File: config.mk
export PLATFORM = sky130hd
export DESIGN_NAME = efvs_front_flat
export DESIGN_NICKNAME = d
export VERILOG_FILES = /design/src/sv/efvs_pkg.sv /design/src/sv/efvs_intf.sv /design/src/sv/efvs_front.sv /design/src/flat_wrapper.sv
export SDC_FILE = /design/constraint.sdc
export NUM_CORES = 1
export LEC_CHECK = 0
export ABC_AREA = 1
export BUFFER_PORTS_ARGS = -buffer_cell sky130_fd_sc_hd__buf_2
export CAP_MARGIN = 20
export CORE_ASPECT_RATIO = 1.2
export CORE_MARGIN = 2
export CORE_UTILIZATION = 50
export DETAILED_ROUTE_END_ITERATION = 12
export PLACE_DENSITY = 0.68
export SYNTH_ARGS = -nofsm -noshare
export SYNTH_HDL_FRONTEND = slang
export SYNTH_SLANG_ARGS = --single-unit
File: constraint.sdc
create_clock -name clk -period 12.42 [get_ports clk]
set_input_delay 2.484 -clock clk [delete_from_list [all_inputs] [get_ports clk]]
set_output_delay 2.484 -clock clk [all_outputs]
set_load 0.005 [all_outputs]
File: src/sv/efvs_pkg.sv
// Package: shared types, constants and fixed-point helpers for the flux splitter.
`timescale 1ns / 1ps

package efvs_pkg;

	localparam int FRAC_W = 20;
	localparam int GAMMA_W = 22;
	localparam logic [GAMMA_W-1:0] GAMMA_RESET = 22'd1468006;
	localparam logic signed [22:0] ONE_Q = 23'sd1048576;

	// input queue between front and back
	localparam int Q_DEPTH = 4;
	localparam int Q_AW = 2;

	// latencies of the back-end units, in enabled cycles
	localparam int DIV_LAT = 34;
	localparam int SQRT_LAT = 27;
	localparam int CELL_LAT = 111;

	typedef logic signed [31:0] q_t;

	localparam q_t Q_MAX = 32'sh7FFFFFFF;
	localparam q_t Q_MIN = 32'sh80000000;

	typedef struct packed {
		q_t   left_density;
		q_t   left_momentum;
		q_t   left_energy;
		q_t   right_density;
		q_t   right_momentum;
		q_t   right_energy;
		logic left_bad;
		logic right_bad;
	} item_t;

	typedef struct packed {
		logic  valid;
		item_t item;
	} front_t;

	typedef struct packed {
		q_t   mass;
		q_t   momentum;
		q_t   energy;
		logic bad;
	} cell_out_t;

	// Q.20 rounding of a full product: nearest, ties away from zero, then saturate
	function automatic q_t q_round(input logic signed [63:0] prod);
		logic [63:0] mag;
		logic [63:0] sum;
		logic [44:0] r;
		mag = prod[63] ? 64'(-prod) : 64'(prod);
		sum = mag + 64'd524288;
		r = sum[63:19] >> 1;
		if (prod[63]) begin
			if (r > 45'h80000000) return Q_MIN;
			return q_t'(32'(~r[31:0]) + 32'd1);
		end
		if (r > 45'h7FFFFFFF) return Q_MAX;
		return q_t'(r[31:0]);
	endfunction

	// saturate a grown sum to 32 bits
	function automatic q_t q_sat(input logic signed [34:0] v);
		if (v > 35'sd2147483647) return Q_MAX;
		if (v < -35'sd2147483648) return Q_MIN;
		return q_t'(v[31:0]);
	endfunction

	// product with 0.5
	function automatic q_t q_half(input q_t x);
		logic signed [63:0] w;
		w = 64'(x) <<< 19;
		return q_round(w);
	endfunction

	// positive or negative part
	function automatic q_t q_part(input q_t x, input logic pos);
		if (pos) return (x > 32'sd0) ? x : 32'sd0;
		return (x < 32'sd0) ? x : 32'sd0;
	endfunction

endpackage

File: src/sv/efvs_intf.sv
// Interfaces: cell-pair input channel, flux output channel and gamma write channel.
`timescale 1ns / 1ps

interface efvs_in_if;
	logic               valid;
	logic               ready;
	logic signed [31:0] left_density;
	logic signed [31:0] left_momentum;
	logic signed [31:0] left_energy;
	logic signed [31:0] right_density;
	logic signed [31:0] right_momentum;
	logic signed [31:0] right_energy;

	modport source(output valid, left_density, left_momentum, left_energy,
		right_density, right_momentum, right_energy, input ready);
	modport sink(input valid, left_density, left_momentum, left_energy,
		right_density, right_momentum, right_energy, output ready);
endinterface


File: src/sv/efvs_front.sv
// Front end: takes transactions, flags non-positive densities, queues them.
`timescale 1ns / 1ps

module efvs_front import efvs_pkg::*; (
	input  logic          clk,
	input  logic          arst_n,
	efvs_in_if.sink       src,
	output front_t        head,
	input  logic          pop
);

	item_t             mem [Q_DEPTH];
	logic [Q_AW-1:0]   wr_ptr_q;
	logic [Q_AW-1:0]   rd_ptr_q;
	logic [Q_AW:0]     cnt_q;
	logic              push;
	item_t             item_in;

	// classify: density must be strictly positive
	always_comb begin
		item_in.left_density   = src.left_density;
		item_in.left_momentum  = src.left_momentum;
		item_in.left_energy    = src.left_energy;
		item_in.right_density  = src.right_density;
		item_in.right_momentum = src.right_momentum;
		item_in.right_energy   = src.right_energy;
		item_in.left_bad       = (src.left_density <= 32'sd0);
		item_in.right_bad      = (src.right_density <= 32'sd0);
	end

	assign src.ready = (cnt_q != (Q_AW+1)'(Q_DEPTH));
	assign push      = src.valid && src.ready;

	// queue storage
	always_ff @(posedge clk) begin
		if (push) mem[wr_ptr_q] <= item_in;
	end

	// queue pointers
	always_ff @(posedge clk or negedge arst_n) begin
		if (!arst_n) begin
			wr_ptr_q <= '0;
			rd_ptr_q <= '0;
			cnt_q    <= '0;
		end else begin
			if (push) wr_ptr_q <= wr_ptr_q + 1'b1;
			if (pop)  rd_ptr_q <= rd_ptr_q + 1'b1;
			cnt_q <= cnt_q + (Q_AW+1)'(push) - (Q_AW+1)'(pop);
		end
	end

	assign head.valid = (cnt_q != '0);
	assign head.item  = mem[rd_ptr_q];

endmodule

File: src/flat_wrapper.sv
// flat-port wrapper written by rule: the top's interface ports become plain ports
module efvs_front_flat import efvs_pkg::*;
  (clk, arst_n, head, pop, src_valid, src_left_density, src_left_momentum, src_left_energy, src_right_density, src_right_momentum, src_right_energy, src_ready);
  efvs_in_if src_i ();
  input  logic clk;
  input  logic arst_n;
  output front_t head;
  input  logic pop;
  input wire logic [$bits(src_i.valid)-1:0] src_valid;
  input wire logic [$bits(src_i.left_density)-1:0] src_left_density;
  input wire logic [$bits(src_i.left_momentum)-1:0] src_left_momentum;
  input wire logic [$bits(src_i.left_energy)-1:0] src_left_energy;
  input wire logic [$bits(src_i.right_density)-1:0] src_right_density;
  input wire logic [$bits(src_i.right_momentum)-1:0] src_right_momentum;
  input wire logic [$bits(src_i.right_energy)-1:0] src_right_energy;
  output wire logic [$bits(src_i.ready)-1:0] src_ready;
  assign src_i.valid = src_valid;
  assign src_i.left_density = src_left_density;
  assign src_i.left_momentum = src_left_momentum;
  assign src_i.left_energy = src_left_energy;
  assign src_i.right_density = src_right_density;
  assign src_i.right_momentum = src_right_momentum;
  assign src_i.right_energy = src_right_energy;
  assign src_ready = src_i.ready;
  efvs_front u_core (.clk(clk), .arst_n(arst_n), .src(src_i), .head(head), .pop(pop));
endmodule
==> results.md, run 1 <==
- The TritonCTS clock tree is built.
- The clock sink count is just under 800.
- For the worst-skew pair, the clock arrives at the later sink with an insertion delay of between 600 and 700 ps.
- Broken down by cell family, the worst path's largest delay share belongs to buffers and inverters.
- The worst setup path is of the register to primary output kind.
- The critical path endpoint category is a primary output.
- For the pin with the worst max-slew slack, the measured transition is between 1000 and 1500 ps.
- The core occupancy in the finished layout is 0.586.
- The final-layout setup total negative slack is 0 ps.
- The signal arrival time at the worst endpoint is 3790 ps.
- Summed over all cells, the static leakage comes to around 0.012 µW.
- After synthesis, the netlist uses 19 different library cells.
- The routed layout has around 18000 vias.
- The count of cells resized by post-cts repair is 0.
- Walking the worst path, the cells encountered are buf_16 > clkinv_8 > buf_4 > o21ai_0 > o22ai_1 > buf_2.
- The number of pins exceeding their max-slew limit in the final report is 0.
- The per-cell via count in the routed design is 5.66.
- The worst min-delay path class is register to register.
- The clock skew is around 23 ps.
- The number of violations reported at the end of detailed-routing iteration 0 is roughly 1400.
- Of the cells placed in the final design, the portion with a size suffix greater than 1 is 0.217.
- The detailed-routing iteration count for the pre-antenna-repair pass is 5.
- For this run, the slowest stage of the critical path takes 920 ps.
- For the worst setup path, the data required time is slightly below 10000 ps.
- Yosys instantiated no cell more often than sky130_fd_sc_hd__edfxtp_1.
- The synthesized design contains 776 enable-type register cells.
- In this run, synthesis produced a sequential element count of approximately 780.
- The maximum fanout count along the critical path is 209.
- Compared with the post-synthesis result, the final layout area differs by 16.0%.
- After layout, the minimum clock period comes to roughly 6300 ps.
- The largest net degree at the start of global routing is between 200 and 250.
- The total clock buffers created by CTS is between 70 and 80.
- The number of cells produced by synthesis is around 2000.
- The worst slew slack as a fraction of its limit is 0.271.
- The floorplan step set the die height to around 270 µm.
- In the synthesized netlist the async set-or-reset flop fraction comes to 0.00894.
- The number of design rule violations left after detail routing is 0.
- The worst setup margin is between 6000 and 7000 ps.
- Wire segments on met2 add up to between 30 and 40 mm in the final route.
- The peak supply drop is roughly 0.18 mV.
- The CTS clock-pin slew for the worst setup and hold paths is 60 ps.
- Timing would allow up to about 160 MHz.
- The slowest stage of the critical path belongs to the cell sky130_fd_sc_hd__buf_4.
- Together, buffers and inverters on the worst path number 4.
- Fill cells in the final layout number 4484.
- The maximum clock path buffer count is 3.
- After clock tree synthesis, the flow added hold-fix buffers numbering 0.
- The mapped netlist covers about 29000 µm².
- In the synthesized netlist, the cells that appear most often are sky130_fd_sc_hd__edfxtp_1 (776), sky130_fd_sc_hd__nor2_1 (434), sky130_fd_sc_hd__o21ai_0 (254).
- The global router's overall resource usage is 0.216.
- The final count of hold timing violations was 0.
- Port buffering added 391 buffers.
- The final period utilization is 0.505.
- In the final routing, the length of wire on met1 measures approximately 27 mm.
- The post-placement worst setup slack is between 6000 and 7000 ps.
- The detail-routed net length per standard cell is between 20 and 25 µm.
- The core region is about 58000 µm².
- In this run the remaining antenna-violating nets after routing total 0.
- For this run, the register share of the synthesized area comes to 0.798.
- For this run, the leading register cell type out of synthesis is sky130_fd_sc_hd__edfxtp_1.
- The final layout contains between 2000 and 3000 nets.
- The floorplan die area is a little over 60000 µm².
- Of all cell types, the one taking the most synthesized area is sky130_fd_sc_hd__edfxtp_1.
- The synthesized netlist net count is about 2200.
- Yosys attributes the largest share of cell area to sky130_fd_sc_hd__edfxtp_1 (79%), sky130_fd_sc_hd__nor2_1 (5.5%), sky130_fd_sc_hd__o21ai_0 (4.3%).
- Setup repair after global routing left no endpoint under its margin.
- The power density normalized to cell area is ~250 nW/µm².
- The count of max-cap constraint violations is 0.
- The global-route congestion overflow total is 0.
- In this run the top signal layer used is met5.
- From left edge to right edge, the die measures ~230 µm.
- The count of yosys warnings during synthesis is 0.
- Power comes to approximately 8500 µW.
- For this configuration, the core starts out at a cell density of 0.505.
- A synthesized cell averages around 15 µm².
- The count of standard-cell rows is 97.
- The number of setup buffers added after CTS is 0.
- The initial antenna violation count was 26.
- The sum of net half-perimeters after detailed placement is about 37 mm.
- The via count of the first global-routing pass is ~18000.
- The flow ran to the end, and the final reports show no timing, DRC or antenna violations.
- The total met3 wirelength after detailed routing is between 5 and 6 mm.
- The first global-routing pass estimated around 100 mm of wire.
- For this design the top-level I/O count stands at 392.
- The root buffer cell chosen for the clock tree is sky130_fd_sc_hd__clkbuf_16.
- The category of the worst setup path launch point is a register.
- The proportion of netlist area held by the largest area contributor is 0.792.
- The routability-driven placement congestion ratio is 0.787.
- The routed design has 67.0 mm of wire.
- The H-tree was split into 3 levels.
- Setup violations remaining at the end of the flow were counted as 0.
==> per-stage QoR <==
stage / instances / hold WS, ps / cell area (µm²)
after global routing: 3150 / 668 / 34100
after global placement: 3007 / 600 / 31700
after detailed placement: 3007 / 625 / 31700
after CTS: 3142 / 635 / 34100
final: 3157 / 628 / 34100
after floorplan: 1981 / 580 / 29400
==> cell type report <==
cell class	instances	area, µm²	area share
antenna	14	35.0	0.00103
multi-input combinational	1056	5060	0.148
clock inverter	39	377	0.0110
clock buffer	96	2020	0.0592
inverter	15	73.8	0.00216
tap	742	928	0.0272
sequential	783	23500	0.688
timing repair buffer	412	2150	0.0629
==> state kept, by name, summed over array words and instances, names as in the netlist <==
register	count
u_core.rd_ptr_q	2
u_core.mem	776
u_core.cnt_q	3
u_core.wr_ptr_q	2
==> layout by cell type, fill, tap and decap left out, drive strengths merged <==
cell type / count
edfxtp: 776
nor2: 434
buf: 412
o21ai: 391
o22ai: 194
clkbuf: 96
clkinv: 29
nand2: 25
inv: 15
diode: 14
dfrtp: 7
ha: 6
bufinv: 6
clkinvlp: 4
xor2: 3
xnor2: 2
fa: 1
==> layer usage <==
| layer | track usage | vias up |
|---|---|---|
| met5 | 0 | - |
| met4 | 0.0856 | 26 |
| met3 | 0.0568 | 137 |
| met2 | 0.354 | 598 |
| met1 | 0.277 | 8877 |
| li1 | - | 8223 |
==> logic make-up (layout without fill, tap and decap cells) <==
logic type                 count (synthesis)  count (layout)  synth area share
DFF                                      783             783             0.798
AOI/OAI and AO/OA                        585             585             0.108
and+or+nand+nor                          459             459            0.0586
buffers and inverters                    142             562            0.0305
adders and majority gates                  7               7           0.00323
xor gates and xnor gates                   5               5           0.00149
other                                      0              14                 0
==> worst paths after layout <==
kind | from | end | slack [ps] | depth (start not counted)
max | u_core.rd_ptr_q[0] | head[41] | 6140 | 6
min | u_core.cnt_q[2] | u_core.cnt_q[2] | 630 | 2
max reg2reg | u_core.cnt_q[1] | u_core.mem[0][70] | 8690 | 6
min reg2reg | u_core.cnt_q[2] | u_core.cnt_q[2] | 630 | 2
max in group asynchronous | arst_n | u_core.rd_ptr_q[1] | 10490 | 1
min in group asynchronous | arst_n | u_core.cnt_q[0] | 1720 | 1
==> report_power, final <==
group | total (µW) | switching, µW | leakage (µW) | internal [µW]
combinational | 2680 | 1810 | 0.00332 | 863
clock | 2210 | 929 | 0.00115 | 1280
sequential | 3610 | 123 | 0.00719 | 3490
total | 8490 | 2870 | 0.0117 | 5630
==> worst min-delay path, cell delays in order, from the launching register on <==
cell	delay, ps
sky130_fd_sc_hd__dfrtp_1	380
sky130_fd_sc_hd__xnor2_1	140
sky130_fd_sc_hd__xnor2_1	70
(Power assumes the default switching activity.)
==> inputs of run 2 (changes only) <==
==> constraint.sdc (replaced) <==
create_clock -name clk -period 5.85 [get_ports clk]
set_input_delay 1.17 -clock clk [delete_from_list [all_inputs] [get_ports clk]]
set_output_delay 1.17 -clock clk [all_outputs]
set_load 0.005 [all_outputs]
==> run 2 against run 1 <==
Net effect: sequential share of layout area about the same; register-to-register slack got worse by 5600 ps; routed wire length increased by 1.4%; critical path depth decreased by 1; power increased by 110%; global-route usage about the same; critical endpoint is now head[139]; largest power group unchanged.
==> results.md, run 2 (synthesis gave the netlist of run 1 again) <==
- The global-route congestion overflow total is 0 (unchanged).
- The number of design rule violations left after detail routing was 0 (unchanged).
- The maximum level of the CTS H-tree is 3 (unchanged).
- Leaving out fill and tap cells, the most frequent cell in the layout is sky130_fd_sc_hd__edfxtp_1.
- The number of violations reported at the end of detailed-routing iteration 0 is 1339 (-6.7%).
- Leaving out fill and tap cells, the most frequent cells in the layout are sky130_fd_sc_hd__edfxtp_1 (776), sky130_fd_sc_hd__nor2_1 (430), sky130_fd_sc_hd__buf_2 (391), sky130_fd_sc_hd__o21ai_0 (254), sky130_fd_sc_hd__o22ai_1 (194).
- The largest net degree at the start of global routing came to 214 (+1.9%).
- The count of cells resized by post-cts repair is 0 (unchanged).
- The total power after layout is 18000 µW (+110%).
- The power density normalized to cell area came to 527 nW/µm² (+110%).
- The count of buffers inserted at the top-level ports came to 391 (unchanged).
- The peak supply drop was 0.579 mV (+230%).
- TritonCTS built the clock tree.
- The maximum clock path buffer count was 3 (unchanged).
- The slew at the pin closest to its max-slew limit is 1100 ps (+10.5 ps).
- The height of the die was 270 µm (unchanged).
- The starting density of the core was 0.505 (unchanged).
- The clock sink count was 783 (unchanged).
- The data required time of the worst path is 4680 ps (-5260 ps).
- The clock skew is 16.4 ps (-7.04 ps).
- The signal arrival time at the worst endpoint is 3620 ps (-170 ps).
- The I/O pin count is 392 (unchanged).
- The count of standard-cell rows is 97 (unchanged).
- The worst setup path is launched from a register.
- The run finished with clean final reports.
- The total of endpoints with negative setup slack in the final report is 0 (unchanged).
- The top register by number of flip-flops is u_core.mem.
- The worst min-delay path class is input pin to async pin.
- The shortest period the worst path allows is 4790 ps.
- The via count of the first global-routing pass is 17557 (-1.5%).
- The maximum fanout count along the critical path is 213 (+1.9%).
- The detailed-routing iteration count for the pre-antenna-repair pass is 5 (unchanged).
- In the final layout, the registers with the most flip-flops are u_core.mem x776, u_core.cnt_q x3.
- The area growth from synthesis to layout was 16.0% (about the same).
- The area occupied by multi-input gates is 5060 µm² (unchanged).
- The minimum hold slack came to 400 ps (-228 ps).
- The CTS clock-pin slew for the worst setup and hold paths is 60 ps (about the same).
- The area taken by flip-flops and latches was 23500 µm² (unchanged).
- The sum of net half-perimeters after detailed placement is 37.4 mm (about the same).
- The leakage power is 0.0116 µW (-0.20%).
- The floorplan die area came to 60800 µm² (unchanged).
- Setup repair after global routing left no endpoint under its margin.
- The number of vias in the routed layout is 17996 (+0.76%).
- The number of setup buffers added after CTS came to 0 (unchanged).
- The count of max-cap constraint violations is 0 (unchanged).
- The final period utilization is 0.818.
- The number of flip-flops under the largest register name is 776 (unchanged).
- The share of layout cells above drive strength 1 was 0.215 (-0.00223).
- The final count of hold timing violations is 0 (unchanged).
- The number of pins exceeding their max-slew limit in the final report is 0 (unchanged).
- The tree is rooted in a sky130_fd_sc_hd__clkbuf_16.
- The number of nets in the layout was 2545 (-0.039%).
- The routability-driven placement congestion ratio is 0.781 (-0.86%).
- The global-route wire length before repair is 101 mm (about the same).
- STA classifies the critical path endpoint as a primary output.
- The chip width is 225 µm (unchanged).
- The initial antenna violation count was 22 (-15%).
- The per-cell via count in the routed design is 5.71 (+0.85%).
- The clock latency on the worst-skew pair is 600 ps (-20 ps).
- The total clock buffers created by CTS came to 76 (+1.3%).
- The global router's overall resource usage is 0.216 (-0.000241).
- The number of filler cells placed in the layout was 4499 (+0.33%).
- The number of nets with antenna violations after routing is 0 (unchanged).
- The placeable core region is 58300 µm² (unchanged).
- The critical path in this run is classified as register to primary output.
- The routed wire length is 67.9 mm (+1.4%).
- The worst slew slack as a fraction of its limit is 0.264 (-0.00700).
- The highest attainable clock frequency is 209 MHz.
- The detail-routed net length per standard cell is 21.5 µm (+1.5%).
- The number of hold-repair buffers added at the cts stage is 0 (unchanged).
[run 2: cell types whose count changed in the layout (fill, tap and decap cells not counted), sizes merged]
cell,delta
clkinvlp,-2
bufinv,-4
inv,+1
clkbuf,+4
buf,-2
[run 2: cell type report]
type,count,area share
Timing Repair Buffer,410,0.0656
Inverter,15,0.00216
Clock inverter,34,0.00711
Clock buffer,100,0.0602
Antenna cell,14,0.00103
Sequential cell,783,0.688
Tap cell,742,0.0272
Multi-Input combinational cell,1056,0.148
[run 2: where the power goes]
part / leakage (µW) / switching (µW) / internal, µW
logic: 0.00334 / 3840 / 1870
registers: 0.00719 / 318 / 7390
clock network: 0.00111 / 1990 / 2570
total: 0.0116 / 6140 / 11800
[run 2: worst paths after layout]
path | start | endpoint | slack (ps) | cells after the start
worst max register to register | u_core.cnt_q[1] | u_core.mem[1][130] | 3080 | 5
worst min register to register | u_core.wr_ptr_q[0] | u_core.wr_ptr_q[0] | 640 | 2
min in group clk | u_core.wr_ptr_q[0] | u_core.wr_ptr_q[0] | 640 | 2
worst max-delay path | u_core.rd_ptr_q[0] | head[139] | 1060 | 5
max in group asynchronous | arst_n | u_core.rd_ptr_q[1] | 5260 | 1
worst min-delay path | arst_n | u_core.cnt_q[0] | 400 | 1
[run 2: routing by layer]
layer  wire length, µm  up-vias  part of all wire  track usage
met5               139        -            0.0020            0
met1             27200     9002              0.40        0.274
met2             33500      617              0.49        0.357
li1                  -     8219                 -            -
met3              5400      134             0.079       0.0611
met4              1700       24             0.025       0.0755
[run 2: worst max-delay path, cell delays in order, from the launching register on]
cell and delay [ps]:
sky130_fd_sc_hd__dfrtp_4 990, sky130_fd_sc_hd__clkinv_8 810, sky130_fd_sc_hd__buf_12 520, sky130_fd_sc_hd__o21ai_1 150, sky130_fd_sc_hd__o22ai_1 110, sky130_fd_sc_hd__buf_2 160
[run 2: through the flow]
stage	utilization	TNS, ps	instances	setup WS [ps]	cell area (µm²)
floorplan	-	-787290	1981	-1010	29400
global placement	0.546	0	3006	1860	31800
detailed placement	0.546	0	3006	1780	31800
CTS	0.585	0	3140	1110	34100
global route	0.585	0	3149	849	34100
finish	0.586	0	3154	1060	34100
